File: src/rtl/core/clex_pkg.sv
package clex_pkg;

	localparam int unsigned MAX_TOKEN_LEN = 255;
	localparam int unsigned LA_DEPTH      = 5;
	localparam int unsigned NUM_PAT       = 28;

	localparam logic [4:0] KIND_NUMBER = 5'd28;
	localparam logic [4:0] KIND_IDENT  = 5'd29;
	localparam logic [4:0] KIND_END    = 5'd30;

	localparam logic [7:0] CH_NUL   = 8'h00;
	localparam logic [7:0] CH_TAB   = 8'h09;
	localparam logic [7:0] CH_NL    = 8'h0a;
	localparam logic [7:0] CH_CR    = 8'h0d;
	localparam logic [7:0] CH_SPACE = 8'h20;

	typedef enum logic [1:0] {
		RUN_NONE   = 2'd0,
		RUN_NUMBER = 2'd1,
		RUN_IDENT  = 2'd2
	} run_mode_t;

	typedef enum logic [1:0] {
		DEC_WAIT  = 2'd0,
		DEC_MATCH = 2'd1,
		DEC_NONE  = 2'd2
	} dec_status_t;

	typedef struct packed {
		dec_status_t status;
		logic [4:0]  idx;
	} dec_t;

	typedef struct packed {
		logic [4:0]  kind;
		logic [7:0]  length;
		logic [15:0] line;
		logic [15:0] col;
		logic [15:0] count;
		logic        is_end;
	} result_t;

	// Up to two results per source byte; res1 is used only with res0.
	typedef struct packed {
		logic    first;
		logic    second;
		result_t res0;
		result_t res1;
	} push_t;

	// Byte 0 of each entry is the first character of the pattern.
	localparam logic [LA_DEPTH-1:0][7:0] PAT_TEXT [NUM_PAT] = '{
		{CH_NUL, CH_NUL, "t", "n", "i"},
		{CH_NUL, "r", "a", "h", "c"},
		{CH_NUL, CH_NUL, CH_NUL, "+", "+"},
		{CH_NUL, CH_NUL, CH_NUL, "-", "-"},
		{CH_NUL, CH_NUL, CH_NUL, CH_NUL, "+"},
		{CH_NUL, CH_NUL, CH_NUL, CH_NUL, "-"},
		{CH_NUL, CH_NUL, CH_NUL, CH_NUL, "*"},
		{CH_NUL, CH_NUL, CH_NUL, CH_NUL, "|"},
		{CH_NUL, CH_NUL, CH_NUL, CH_NUL, "&"},
		{CH_NUL, CH_NUL, CH_NUL, CH_NUL, "/"},
		{CH_NUL, CH_NUL, CH_NUL, "=", "="},
		{CH_NUL, CH_NUL, CH_NUL, CH_NUL, "="},
		{CH_NUL, CH_NUL, CH_NUL, CH_NUL, "("},
		{CH_NUL, CH_NUL, CH_NUL, CH_NUL, ")"},
		{CH_NUL, CH_NUL, CH_NUL, CH_NUL, "{"},
		{CH_NUL, CH_NUL, CH_NUL, CH_NUL, "}"},
		{CH_NUL, CH_NUL, CH_NUL, CH_NUL, "["},
		{CH_NUL, CH_NUL, CH_NUL, CH_NUL, "]"},
		{CH_NUL, CH_NUL, CH_NUL, "=", ">"},
		{CH_NUL, CH_NUL, CH_NUL, "=", "<"},
		{CH_NUL, CH_NUL, CH_NUL, CH_NUL, ">"},
		{CH_NUL, CH_NUL, CH_NUL, CH_NUL, "<"},
		{CH_NUL, CH_NUL, CH_NUL, "=", "!"},
		{CH_NUL, CH_NUL, CH_NUL, "f", "i"},
		{CH_NUL, "e", "s", "l", "e"},
		{"e", "l", "i", "h", "w"},
		{CH_NUL, CH_NUL, "r", "o", "f"},
		{CH_NUL, CH_NUL, CH_NUL, CH_NUL, ";"}
	};

	localparam logic [2:0] PAT_LEN [NUM_PAT] = '{
		3'd3, 3'd4, 3'd2, 3'd2, 3'd1, 3'd1, 3'd1, 3'd1, 3'd1, 3'd1,
		3'd2, 3'd1, 3'd1, 3'd1, 3'd1, 3'd1, 3'd1, 3'd1, 3'd2, 3'd2,
		3'd1, 3'd1, 3'd2, 3'd2, 3'd4, 3'd5, 3'd3, 3'd1
	};

	function automatic logic is_space(input logic [7:0] c);
		return (c == CH_SPACE) || (c >= CH_TAB && c <= CH_CR);
	endfunction

	function automatic logic is_digit(input logic [7:0] c);
		return c >= "0" && c <= "9";
	endfunction

	function automatic logic is_word(input logic [7:0] c);
		return (c >= "a" && c <= "z") || (c >= "A" && c <= "Z") || c == "_";
	endfunction

	function automatic logic [15:0] sat_add16(input logic [15:0] x, input logic [7:0] a);
		logic [16:0] s;
		s = {1'b0, x} + {9'd0, a};
		return s[16] ? 16'hffff : s[15:0];
	endfunction

	// First pattern that agrees with the m held bytes wins; it either matches
	// in full or needs more bytes.
	function automatic dec_t decide(input logic [LA_DEPTH-1:0][7:0] w, input logic [2:0] m);
		dec_t d;
		logic agree;
		d.status = DEC_NONE;
		d.idx    = '0;
		for (int i = NUM_PAT - 1; i >= 0; i--) begin
			agree = 1'b1;
			for (int j = 0; j < LA_DEPTH; j++) begin
				if (3'(j) < m && 3'(j) < PAT_LEN[i] && w[j] != PAT_TEXT[i][j])
					agree = 1'b0;
			end
			if (agree) begin
				d.idx    = 5'(i);
				d.status = (m >= PAT_LEN[i]) ? DEC_MATCH : DEC_WAIT;
			end
		end
		return d;
	endfunction

endpackage

File: src/rtl/core/clex_core.sv
module clex_core #(
	parameter int unsigned MAX_TOKEN_LEN = clex_pkg::MAX_TOKEN_LEN
) (
	input  logic            clk,
	input  logic            arst_n,
	input  logic            step,
	input  logic [7:0]      data,
	output clex_pkg::push_t push
);

	localparam logic [7:0] LEN_CAP = (MAX_TOKEN_LEN < 255) ? 8'(MAX_TOKEN_LEN) : 8'd255;

	typedef struct packed {
		logic                emit;
		clex_pkg::result_t   res;
		logic [15:0]         col;
		logic [15:0]         line;
		logic [15:0]         count;
		clex_pkg::run_mode_t run;
		logic                hold;
		logic                stop;
	} fresh_t;

	// Handle one byte at a token start with nothing held.
	function automatic fresh_t fresh(input logic [7:0] b, input logic [15:0] col,
			input logic [15:0] line, input logic [15:0] count);
		fresh_t f;
		clex_pkg::dec_t d;
		logic [clex_pkg::LA_DEPTH-1:0][7:0] w;
		w       = '0;
		w[0]    = b;
		d       = clex_pkg::decide(w, 3'd1);
		f       = '0;
		f.col   = col;
		f.line  = line;
		f.count = count;
		f.run   = clex_pkg::RUN_NONE;
		if (clex_pkg::is_space(b)) begin
			if (b == clex_pkg::CH_NL) begin
				f.line = clex_pkg::sat_add16(line, 8'd1);
				f.col  = 16'd1;
			end else begin
				f.col = clex_pkg::sat_add16(col, 8'd1);
			end
		end else if (d.status == clex_pkg::DEC_WAIT) begin
			f.hold = 1'b1;
		end else if (d.status == clex_pkg::DEC_MATCH) begin
			f.emit  = 1'b1;
			f.col   = clex_pkg::sat_add16(col, {5'd0, clex_pkg::PAT_LEN[d.idx]});
			f.count = clex_pkg::sat_add16(count, 8'd1);
			f.res   = '{kind: d.idx, length: {5'd0, clex_pkg::PAT_LEN[d.idx]}, line: line,
				col: f.col, count: f.count, is_end: 1'b0};
		end else if (clex_pkg::is_digit(b)) begin
			f.run = clex_pkg::RUN_NUMBER;
			f.col = clex_pkg::sat_add16(col, 8'd1);
		end else if (clex_pkg::is_word(b)) begin
			f.run = clex_pkg::RUN_IDENT;
			f.col = clex_pkg::sat_add16(col, 8'd1);
		end else begin
			f.emit = 1'b1;
			f.stop = 1'b1;
			f.res  = '{kind: clex_pkg::KIND_END, length: 8'd0, line: line, col: col,
				count: count, is_end: 1'b1};
		end
		return f;
	endfunction

	logic [clex_pkg::LA_DEPTH-2:0][7:0] la_q, la_n;
	logic [2:0]          fill_q, fill_n;
	clex_pkg::run_mode_t run_q, run_n;
	logic [7:0]          run_len_q, run_len_n;
	logic [15:0]         line_q, line_n;
	logic [15:0]         col_q, col_n;
	logic [15:0]         count_q, count_n;
	logic                stop_q, stop_n;

	logic [clex_pkg::LA_DEPTH-1:0][7:0] win;
	logic [2:0]          win_len;
	clex_pkg::dec_t      dec;
	logic [2:0]          pat_len;
	logic [15:0]         cnt_inc;
	logic [7:0]          fr_adv;
	logic [15:0]         fr_col;
	logic [15:0]         fr_count;
	fresh_t              fr;
	logic                cont;
	logic                use_fresh;

	// Held bytes plus the new byte form the match window.
	always_comb begin
		win = '0;
		for (int j = 0; j < clex_pkg::LA_DEPTH - 1; j++) begin
			if (3'(j) < fill_q)
				win[j] = la_q[j];
		end
		win[fill_q] = data;
	end

	assign win_len = fill_q + 3'd1;
	assign dec     = clex_pkg::decide(win, win_len);
	assign pat_len = clex_pkg::PAT_LEN[dec.idx];
	assign cnt_inc = clex_pkg::sat_add16(count_q, 8'd1);
	assign cont    = (run_q == clex_pkg::RUN_NUMBER) ? clex_pkg::is_digit(data)
		: clex_pkg::is_word(data);

	// Column and count as they stand when the new byte is looked at on its own.
	always_comb begin
		if (run_q != clex_pkg::RUN_NONE || fill_q == 3'd0)
			fr_adv = 8'd0;
		else if (dec.status == clex_pkg::DEC_MATCH)
			fr_adv = {5'd0, pat_len};
		else
			fr_adv = {5'd0, fill_q};
	end

	assign fr_col   = clex_pkg::sat_add16(col_q, fr_adv);
	assign fr_count = (run_q != clex_pkg::RUN_NONE || fill_q != 3'd0) ? cnt_inc : count_q;
	assign fr       = fresh(data, fr_col, line_q, fr_count);

	always_comb begin
		la_n      = la_q;
		fill_n    = fill_q;
		run_n     = run_q;
		run_len_n = run_len_q;
		line_n    = line_q;
		col_n     = col_q;
		count_n   = count_q;
		stop_n    = stop_q;
		push      = '0;
		use_fresh = 1'b0;
		if (step && !stop_q) begin
			if (run_q != clex_pkg::RUN_NONE) begin
				if (cont) begin
					if (run_len_q < LEN_CAP)
						run_len_n = run_len_q + 8'd1;
					col_n = clex_pkg::sat_add16(col_q, 8'd1);
				end else begin
					push.first = 1'b1;
					push.res0  = '{kind: (run_q == clex_pkg::RUN_NUMBER) ? clex_pkg::KIND_NUMBER
						: clex_pkg::KIND_IDENT, length: run_len_q, line: line_q, col: col_q,
						count: cnt_inc, is_end: 1'b0};
					run_n     = clex_pkg::RUN_NONE;
					run_len_n = 8'd0;
					use_fresh = 1'b1;
				end
			end else if (fill_q == 3'd0) begin
				use_fresh = 1'b1;
			end else begin
				case (dec.status)
					clex_pkg::DEC_WAIT: begin
						la_n[fill_q[1:0]] = data;
						fill_n            = win_len;
					end
					clex_pkg::DEC_MATCH: begin
						push.first = 1'b1;
						push.res0  = '{kind: dec.idx, length: {5'd0, pat_len}, line: line_q,
							col: fr_col, count: cnt_inc, is_end: 1'b0};
						fill_n  = 3'd0;
						col_n   = fr_col;
						count_n = cnt_inc;
						// a one-character fallback leaves the new byte unread
						if (pat_len < win_len)
							use_fresh = 1'b1;
					end
					clex_pkg::DEC_NONE: begin
						fill_n = 3'd0;
						if (clex_pkg::is_word(la_q[0])) begin
							if (clex_pkg::is_word(data)) begin
								run_n     = clex_pkg::RUN_IDENT;
								run_len_n = {5'd0, win_len};
								col_n     = clex_pkg::sat_add16(col_q, {5'd0, win_len});
							end else begin
								push.first = 1'b1;
								push.res0  = '{kind: clex_pkg::KIND_IDENT, length: {5'd0, fill_q},
									line: line_q, col: fr_col, count: cnt_inc, is_end: 1'b0};
								col_n     = fr_col;
								count_n   = cnt_inc;
								use_fresh = 1'b1;
							end
						end else begin
							push.first = 1'b1;
							push.res0  = '{kind: clex_pkg::KIND_END, length: 8'd0, line: line_q,
								col: col_q, count: count_q, is_end: 1'b1};
							stop_n = 1'b1;
						end
					end
					default: begin
					end
				endcase
			end
			if (use_fresh) begin
				col_n   = fr.col;
				line_n  = fr.line;
				count_n = fr.count;
				if (fr.run != clex_pkg::RUN_NONE) begin
					run_n     = fr.run;
					run_len_n = 8'd1;
				end
				if (fr.hold) begin
					la_n[0] = data;
					fill_n  = 3'd1;
				end
				if (fr.stop)
					stop_n = 1'b1;
				if (fr.emit) begin
					if (push.first) begin
						push.second = 1'b1;
						push.res1   = fr.res;
					end else begin
						push.first = 1'b1;
						push.res0  = fr.res;
					end
				end
			end
		end
	end

	always_ff @(posedge clk or negedge arst_n) begin
		if (!arst_n) begin
			fill_q    <= 3'd0;
			run_q     <= clex_pkg::RUN_NONE;
			run_len_q <= 8'd0;
			line_q    <= 16'd0;
			col_q     <= 16'd0;
			count_q   <= 16'd0;
			stop_q    <= 1'b0;
		end else begin
			fill_q    <= fill_n;
			run_q     <= run_n;
			run_len_q <= run_len_n;
			line_q    <= line_n;
			col_q     <= col_n;
			count_q   <= count_n;
			stop_q    <= stop_n;
		end
	end

	always_ff @(posedge clk) begin
		la_q <= la_n;
	end

endmodule

File: src/rtl/core/c_subset_lexer.sv
// Channel  Direction  Handshake             Payload
// src      in         src_valid/src_stall   source_byte
// tok      out        tok_valid/tok_stall   token_kind, token_length, line_number,
//                                           end_column, token_count, is_end
//
// One source byte per cycle while src_stall is low. A request is registered,
// then resolved by the tokenizer core when the queue has room; the core writes
// zero, one or two results into a four-entry result queue, whose head shows on
// tok. The queue drains one result per cycle while tok_stall is low, and the
// input waits on queue space, since a byte that closes two tokens takes two.
// arst_n clears the tokenizer state and the queue; there is no clearing pass.
// src_stall rises when the input register holds a byte and the queue lacks two
// free entries (a pop in that cycle frees one); tok_stall holds the queue head.
module c_subset_lexer #(
	parameter int unsigned MAX_TOKEN_LEN = clex_pkg::MAX_TOKEN_LEN
) (
	input  logic        clk,
	input  logic        arst_n,
	input  logic        src_valid,
	output logic        src_stall,
	input  logic [7:0]  source_byte,
	output logic        tok_valid,
	input  logic        tok_stall,
	output logic [4:0]  token_kind,
	output logic [7:0]  token_length,
	output logic [15:0] line_number,
	output logic [15:0] end_column,
	output logic [15:0] token_count,
	output logic        is_end
);

	localparam int unsigned OUT_DEPTH = 4;
	localparam int unsigned PTR_W     = $clog2(OUT_DEPTH);

	logic [7:0]        byte_s1;
	logic              valid_s1;
	logic              go;
	logic              pop;
	clex_pkg::push_t   push;

	clex_pkg::result_t res_q [OUT_DEPTH];
	logic [PTR_W-1:0]  wr_ptr_q;
	logic [PTR_W-1:0]  rd_ptr_q;
	logic [PTR_W:0]    count_q;
	logic [PTR_W:0]    n_push;

	// Resolve the held byte only when the queue can take two results.
	assign pop       = tok_valid && !tok_stall;
	assign go        = valid_s1 && ((count_q <= (PTR_W+1)'(OUT_DEPTH - 2))
		|| (pop && count_q <= (PTR_W+1)'(OUT_DEPTH - 1)));
	assign src_stall = valid_s1 && !go;

	// Hold the request until the core takes it.
	always_ff @(posedge clk or negedge arst_n) begin
		if (!arst_n) begin
			valid_s1 <= 1'b0;
		end else if (src_valid && !src_stall) begin
			valid_s1 <= 1'b1;
		end else if (go) begin
			valid_s1 <= 1'b0;
		end
	end

	always_ff @(posedge clk) begin
		if (src_valid && !src_stall)
			byte_s1 <= source_byte;
	end

	clex_core #(
		.MAX_TOKEN_LEN(MAX_TOKEN_LEN)
	) u_core (
		.clk   (clk),
		.arst_n(arst_n),
		.step  (go),
		.data  (byte_s1),
		.push  (push)
	);

	assign n_push = (PTR_W+1)'(push.first) + (PTR_W+1)'(push.second);

	// Result queue: advance write pointer by the number of results pushed.
	always_ff @(posedge clk or negedge arst_n) begin
		if (!arst_n) begin
			wr_ptr_q <= '0;
			rd_ptr_q <= '0;
			count_q  <= '0;
		end else begin
			wr_ptr_q <= wr_ptr_q + n_push[PTR_W-1:0];
			if (pop)
				rd_ptr_q <= rd_ptr_q + 1'b1;
			count_q <= count_q + n_push - (PTR_W+1)'(pop);
		end
	end

	always_ff @(posedge clk) begin
		if (push.first)
			res_q[wr_ptr_q] <= push.res0;
		if (push.second)
			res_q[wr_ptr_q + 1'b1] <= push.res1;
	end

	assign tok_valid    = (count_q != '0);
	assign token_kind   = res_q[rd_ptr_q].kind;
	assign token_length = res_q[rd_ptr_q].length;
	assign line_number  = res_q[rd_ptr_q].line;
	assign end_column   = res_q[rd_ptr_q].col;
	assign token_count  = res_q[rd_ptr_q].count;
	assign is_end       = res_q[rd_ptr_q].is_end;

endmodule

File: config.mk
export PLATFORM = sky130hd
export DESIGN_NAME = c_subset_lexer
export DESIGN_NICKNAME = d
export VERILOG_FILES = /design/src/rtl/core/clex_pkg.sv /design/src/rtl/core/clex_core.sv /design/src/rtl/core/c_subset_lexer.sv
export SDC_FILE = /design/constraint.sdc
export NUM_CORES = 1
export LEC_CHECK = 0
export BUFFER_PORTS_ARGS = -buffer_cell sky130_fd_sc_hd__buf_2
export CAP_MARGIN = 10
export CORE_MARGIN = 10
export CORE_UTILIZATION = 45
export DETAILED_ROUTE_END_ITERATION = 8
export GPL_TIMING_DRIVEN = 0
export SLEW_MARGIN = 30
export SYNTH_ARGS = -nofsm -noshare
export SYNTH_HDL_FRONTEND = slang
export SYNTH_SLANG_ARGS = --single-unit
File: constraint.sdc
create_clock -name clk -period 8.6 [get_ports clk]
set_input_delay 1.72 -clock clk [delete_from_list [all_inputs] [get_ports clk]]
set_output_delay 1.72 -clock clk [all_outputs]
set_load 0.05 [all_outputs]
==> impl_metrics.env, run 1 <==
export IMPL_first_pass_iters=6
export IMPL_finalInstanceArea_mm2=0.0271
export IMPL_ctsLongestPathBuffers=3
export IMPL_boundaryPins=76
export IMPL_grt_overflow_total=0
export IMPL_cts_buffers_inserted=42
export IMPL_yosysWarningCount=0
export IMPL_fp_row_count=83
export IMPL_mappedNetlistNets=2422
export IMPL_finalNetCount=2575
export IMPL_yosys_most_used_dff="edfxtp_1"
export IMPL_holdBufCountCts=0
export IMPL_ctsRootBufferMaster="clkbuf_16"
export IMPL_number_of_unique_standard_cell_types_used_by_synthesis=121
export IMPL_worstMarginPinSlew_ns=1.05
export IMPL_async_reset_ff_share_pct=19.6
export IMPL_area_growth_syn_to_layout_pct=14.8
export IMPL_initial_core_util_pct=45.7
export IMPL_clock_sinks=358
export IMPL_place_worst_setup_slack_ns=-2.26
export IMPL_number_of_global_route_vias_before_repair=20700
export IMPL_postSynthRegisterBits=358
export IMPL_clk_latency_ns=0.60
export IMPL_die_footprint_mm2=0.0620
export IMPL_ys_seq_area_share_pct=43.3
export IMPL_status="finished clean"
export IMPL_cp_slowest_cell="dfrtp_2"
export IMPL_hold_class="flip-flop to flip-flop"
export IMPL_synth_area_leader_cell="edfxtp_1"
export IMPL_fin_worst_hold_slack_ns=0.474
export IMPL_critPathMostFrequentCell="a21oi_1"
export IMPL_timing_critical_path_arrival_ns=8.81
export IMPL_post_route_clock_period_utilization_pct=96.8
export IMPL_crit_path_largest_cell_delay_ns=0.45
export IMPL_cap_violations=0
export IMPL_detailed_place_area_mm2=0.0250
export IMPL_clkTransAtPathRegs_ns=0.06
export IMPL_crit_required_ns=9.09
export IMPL_final_setup_worst_slack_ns=0.273
export IMPL_coreArea_mm2=0.0516
export IMPL_syn_mean_instance_area_um2=9.93
export IMPL_cts_tree="done"
export IMPL_fmaxAchievable_mhz=120
export IMPL_die_height_um=249
export IMPL_start_kind="flip-flop"
export IMPL_die_w_um=249
export IMPL_port_buffers=75
export IMPL_setup_viol=0
export IMPL_cts_htree_levels=2
export IMPL_synth_area_mm2=0.0236
export IMPL_final_instance_count_excl_fill=3242
export IMPL_placer_congestion=0.993
export IMPL_report_final_hold_viol_count=0
export IMPL_worst_clock_skew_ns=0.0283
export IMPL_worst_setup_end_kind="flip-flop"
export IMPL_critical_path_reg2reg_startpoint="u_core.fill_q[1]$_DFFE_PN0P_"
export IMPL_grt_overall_usage_pct=27.0
export IMPL_wl_per_cell_um=26.9
export IMPL_max_transition_margin_pct=29.5
export IMPL_drive_above_1_share_pct=19.1
export IMPL_crit_fanout=10
export IMPL_final_antenna_net_count=0
export IMPL_grt_pass1_wl_mm=131
export IMPL_maxSlewViolCount=0
export IMPL_synth_area_leaders="edfxtp_1 34%, dfrtp_1 7.4%, mux4_2 5.9%"
export IMPL_synth_edff_count=268
export IMPL_detailedRoute_firstIterationViolations=2855
export IMPL_yosys_cell_count_top_type="edfxtp_1"
export IMPL_number_of_antenna_violations_at_the_first_check_in_global_routing=1
export IMPL_routed_wl_mm=87.2
export IMPL_viasPerCell=6.62
export IMPL_post_synth_top_area_fraction_pct=34.1
export IMPL_setup_worst_path_class="flip-flop to flip-flop"
export IMPL_maximum_number_of_pins_on_one_net_before_global_route_repair=55
export IMPL_cell_types_with_the_highest_counts_after_synthesis="268 x edfxtp_1, 225 x nor2_1, 222 x nand2_1"
export IMPL_postSynthCellCount=2374
export IMPL_drcViolationCount=0
export IMPL_holdCritStartpoint="res_q[0][54]$_SDFFE_PP0P_"
export IMPL_dpl_cell_count=3134
export IMPL_crit_start="u_core.fill_q[1]$_DFFE_PN0P_"
export IMPL_hpwlAfterDp_mm=63.7
export IMPL_routed_via_count=21500
export IMPL_final_min_clock_period_ns=8.33
## timing repair
| item | 4_1_cts | 5_1_grt |
|---|---|---|
| buffers inserted | 17 | 15 |
| resized for setup | 50 | 45 |
| pin swaps | 10 | 15 |
| setup endpoints to repair | 81 | 75 |
## placed cells by master, fill, tap and decap left out, types with 13 or more instances in the layout
cell,instances
buf_2,130
buf_4,41
xnor2_1,43
dfxtp_1,20
a31oi_1,24
buf_6,13
ha_1,29
and3_1,26
o31a_1,13
o22ai_1,175
edfxtp_1,268
nor4_1,13
dfrtp_1,69
nand2_1,218
nor3_1,51
a211oi_1,15
o22a_1,13
inv_1,56
mux4_2,62
a22oi_1,33
a22o_1,14
nand2b_1,26
o21ai_0,103
mux2i_1,37
clkbuf_16,42
o211ai_1,16
mux2_2,22
nor2_1,218
o21a_1,17
nand4_1,26
mux2_1,17
a21oi_1,110
nand3_1,64
nor2b_1,52
and2_1,39
clkbuf_1,71
## final cells by class
type	count	area [um2]
multi-input cells	1785	12700
plain buffers	160	816
well taps	680	851
inverters	68	279
repair buffers	112	759
clock buffers	44	1060
diodes	1	2.50
clock inverters	34	360
fillers	4684	24600
flip-flops and latches	358	10200
## cells by family after synthesis
kind of cell	after synthesis	share of synthesized area (%)
DFF	358	43.3
buffers and inverters	231	4.46
and+or+nand+nor	833	17.5
xor gates and xnor gates	51	1.89
adders and majority gates	36	2.04
AOI/OAI and AO/OA	725	21.4
muxes	140	9.46
## per-stage QoR
step | setup TNS (ns) | util [%]
3_3_place_gp | -329.51 | 48.1
5_1_grt | -0.0941 | 52.4
3_5_place_dp | -118.96 | 48.5
6_report | 0 | 52.4
2_1_floorplan | 0 | -
4_1_cts | 0 | 51.9
## sequential cells by signal, indices dropped and copies added, names as in the netlist
signal and flops:
byte_s1 8, count_q 3, rd_ptr_q 2, res_q 248, u_core.col_q 16, u_core.count_q 16, u_core.fill_q 3, u_core.la_q 32
u_core.line_q 16, u_core.run_len_q 8, u_core.run_q 2, u_core.stop_q 1, valid_s1 1, wr_ptr_q 2
## metal layers
layer | wire, um | GRT usage (%) | share of wire (%)
met2 | 40000 | 42.7 | 46
met1 | 35900 | 36.2 | 41
met5 | 13 | 0 | 0.015
met3 | 7950 | 5.06 | 9.1
met4 | 3270 | 10.0 | 3.8
## worst max-delay path: cells and delay by family (launching register included)
family | cells | cell delay, ns
AND/OR/NAND/NOR | 11 | 2.53
flip-flops | 1 | 0.45
AO/OA/AOI/OAI | 16 | 2.80
adder cells (fa/ha/maj) | 4 | 1.07
buffers and inverters | 5 | 0.79
multiplexers | 2 | 0.56
## worst paths after layout
check                                          endpoint  slack (ns)  cells past startpoint
max in group asynchronous  u_core.fill_q[1]$_DFFE_PN0P_        7.03                      2
min reg2reg                   res_q[0][54]$_SDFFE_PP0P_        0.47                      2
min                           res_q[0][54]$_SDFFE_PP0P_        0.47                      2
max reg2reg                u_core.col_q[11]$_DFFE_PN0P_        0.27                     38
min in group asynchronous  u_core.col_q[11]$_DFFE_PN0P_        0.95                      1
max                        u_core.col_q[11]$_DFFE_PN0P_        0.27                     38
Power of run 1 is not shown: default switching activity piles up to over one toggle a cycle in this logic, so the estimate is an artifact.
==> run 2, diff against run 1 <==
--- a/config.mk
+++ b/config.mk
@@ -5,6 +5,7 @@
 export SDC_FILE = /design/constraint.sdc
 export NUM_CORES = 1
 export LEC_CHECK = 0
+export ABC_AREA = 0
 export BUFFER_PORTS_ARGS = -buffer_cell sky130_fd_sc_hd__buf_2
 export CAP_MARGIN = 10
 export CORE_MARGIN = 10
==> constraint.sdc (replaced) <==
create_clock -name clk -period 9.2 [get_ports clk]
set_input_delay 1.84 -clock clk [delete_from_list [all_inputs] [get_ports clk]]
set_output_delay 1.84 -clock clk [all_outputs]
set_load 0.05 [all_outputs]
==> run 2 against run 1 <==
Effect of this change: design area is 0.89% lower; core utilization is 0.47 points lower; flip-flop and latch count stayed put; global-route usage is 0.17 points lower.
==> impl_metrics.env, run 2 (synthesis gave the netlist of run 1 again) <==
export IMPL_cp_slowest_cell="o311ai_4"
export IMPL_final_antenna_net_count=0
export IMPL_largest_register_ff_count=248
export IMPL_maxSlewViolCount=0
export IMPL_placer_congestion=0.993
export IMPL_setup_viol=0
export IMPL_first_pass_iters=7
export IMPL_drcViolationCount=0
export IMPL_number_of_global_route_vias_before_repair=20600
export IMPL_final_min_clock_period_ns=8.88
export IMPL_routed_via_count=21300
export IMPL_critPathMostFrequentCell="a21oi_1"
export IMPL_worst_clock_skew_ns=0.0302
export IMPL_grt_overall_usage_pct=26.8
export IMPL_cts_buffers_inserted=42
export IMPL_coreArea_mm2=0.0516
export IMPL_worstMarginPinSlew_ns=1.06
export IMPL_area_occupied_by_multi_input_gates_mm2=0.0126
export IMPL_clk_latency_ns=0.60
export IMPL_cts_tree="done"
export IMPL_fill_cells=4701
export IMPL_viasPerCell=6.61
export IMPL_holdPathStages=2
export IMPL_reg_largest_list="res_q: 248 flops, u_core.la_q: 32 flops"
export IMPL_grt_overflow_total=0
export IMPL_die_footprint_mm2=0.0620
export IMPL_cap_violations=0
export IMPL_report_final_hold_viol_count=0
export IMPL_fp_row_count=83
export IMPL_timing_critical_path_arrival_ns=9.37
export IMPL_clock_sinks=358
export IMPL_ctsRootBufferMaster="clkbuf_16"
export IMPL_start_kind="flip-flop"
export IMPL_regArea_mm2=0.0102
export IMPL_drive_above_1_share_pct=17.9
export IMPL_crit_path_largest_cell_delay_ns=0.49
export IMPL_worstRegToRegCells=37
export IMPL_routed_wl_mm=86.4
export IMPL_post_route_clock_period_utilization_pct=96.5
export IMPL_crit_required_ns=9.69
export IMPL_hold_class="flip-flop to flip-flop"
export IMPL_initial_core_util_pct=45.7
export IMPL_ctsLongestPathBuffers=3
export IMPL_number_of_antenna_violations_at_the_first_check_in_global_routing=1
export IMPL_largest_register="res_q"
export IMPL_status="finished clean"
export IMPL_layout_common_cells="268 x edfxtp_1, 221 x nor2_1, 218 x nand2_1"
export IMPL_port_buffers=75
export IMPL_crit_fanout=10
export IMPL_wl_per_cell_um=26.8
export IMPL_clkTransAtPathRegs_ns=0.06
export IMPL_die_w_um=249
export IMPL_boundaryPins=76
export IMPL_fmaxAchievable_mhz=113
export IMPL_maximum_number_of_pins_on_one_net_before_global_route_repair=55
export IMPL_grt_pass1_wl_mm=130
export IMPL_setup_worst_path_class="flip-flop to flip-flop"
export IMPL_number_of_inserted_diodes=0
export IMPL_fin_setup_tns_ns=0
export IMPL_detailedRoute_firstIterationViolations=2826
export IMPL_die_height_um=249
export IMPL_worst_setup_end_kind="flip-flop"
export IMPL_hpwlAfterDp_mm=63.7
export IMPL_area_growth_syn_to_layout_pct=13.7
export IMPL_finalNetCount=2563
export IMPL_mostFrequentLayoutCell="edfxtp_1"
export IMPL_cts_htree_levels=2
export IMPL_max_transition_margin_pct=28.6
[run 2: cell count changes in the layout (fill, tap and decap cells not counted), moves of 2 or more]
cell      before  now
nor2_2         8    6
buf_4         41   29
a21oi_2       11    9
a21oi_1      110  113
o21ai_1        8   11
nor2_1       218  221
o21ai_2        8    4
clkbuf_1      71   73
[run 2: critical path: cells and delay by family, from the launching register on]
family	cells	cell delay (ns)
AOI/OAI and AO/OA	14	3.61
adders and majority gates	5	1.54
buffers and inverters	6	1.18
DFF	1	0.43
muxes	2	0.61
and+or+nand+nor	10	1.38
[run 2: through the flow]
stage               util [%]  cells  setup WS [ns]  area [um2]  hold slack, ns
finish                  52.0   3229          0.320       26800           0.476
floorplan                  -   2374           1.22       23600           0.420
global placement        48.1   3129          -1.98       24800           0.431
CTS                     51.5   3215         0.0321       26600           0.474
detailed placement      48.5   3134          -1.66       25000           0.465
global route            52.0   3229        -0.0160       26800           0.491
[run 2: worst paths after layout]
kind	startpoint	end	slack, ns
max in group asynchronous	arst_n	u_core.fill_q[1]$_DFFE_PN0P_	7.51
worst max-delay path	u_core.fill_q[1]$_DFFE_PN0P_	u_core.col_q[0]$_DFFE_PN0P_	0.32
worst min register to register	res_q[0][54]$_SDFFE_PP0P_	res_q[0][54]$_SDFFE_PP0P_	0.48
worst max register to register	u_core.fill_q[1]$_DFFE_PN0P_	u_core.col_q[0]$_DFFE_PN0P_	0.32
min in group asynchronous	arst_n	u_core.col_q[11]$_DFFE_PN0P_	1.06
worst min-delay path	res_q[0][54]$_SDFFE_PP0P_	res_q[0][54]$_SDFFE_PP0P_	0.48
[run 2: what timing repair did]
item | in CTS | in global routing
endpoints found under the setup margin | 80 | 73
hold buffers | 0 | 0
pin swaps | 4 | 5
hold endpoints to repair | 0 | 0
resized for setup | 31 | 32
buffers inserted | 4 | 15
[run 2: routing by layer]
layer / GRT usage (%) / vias to the layer above / part of all wire, %
li1: - / 9467 / -
met1: 35.7 / 10500 / 41
met2: 42.3 / 1166 / 46
met3: 5.50 / 216 / 9.3
met4: 10.2 / 2 / 3.8
met5: 0 / - / 0.015
[run 2: layout make-up]
class	instances	share of cell area (%)
clock inverter	34	1.34
sequential	358	38.0
multi-input combinational	1785	47.0
tap	680	3.17
buffer	161	3.00
clock buffer	44	3.95
inverter	68	1.03
timing repair buffer	99	2.47
Power of run 2 is left out for the same reason.
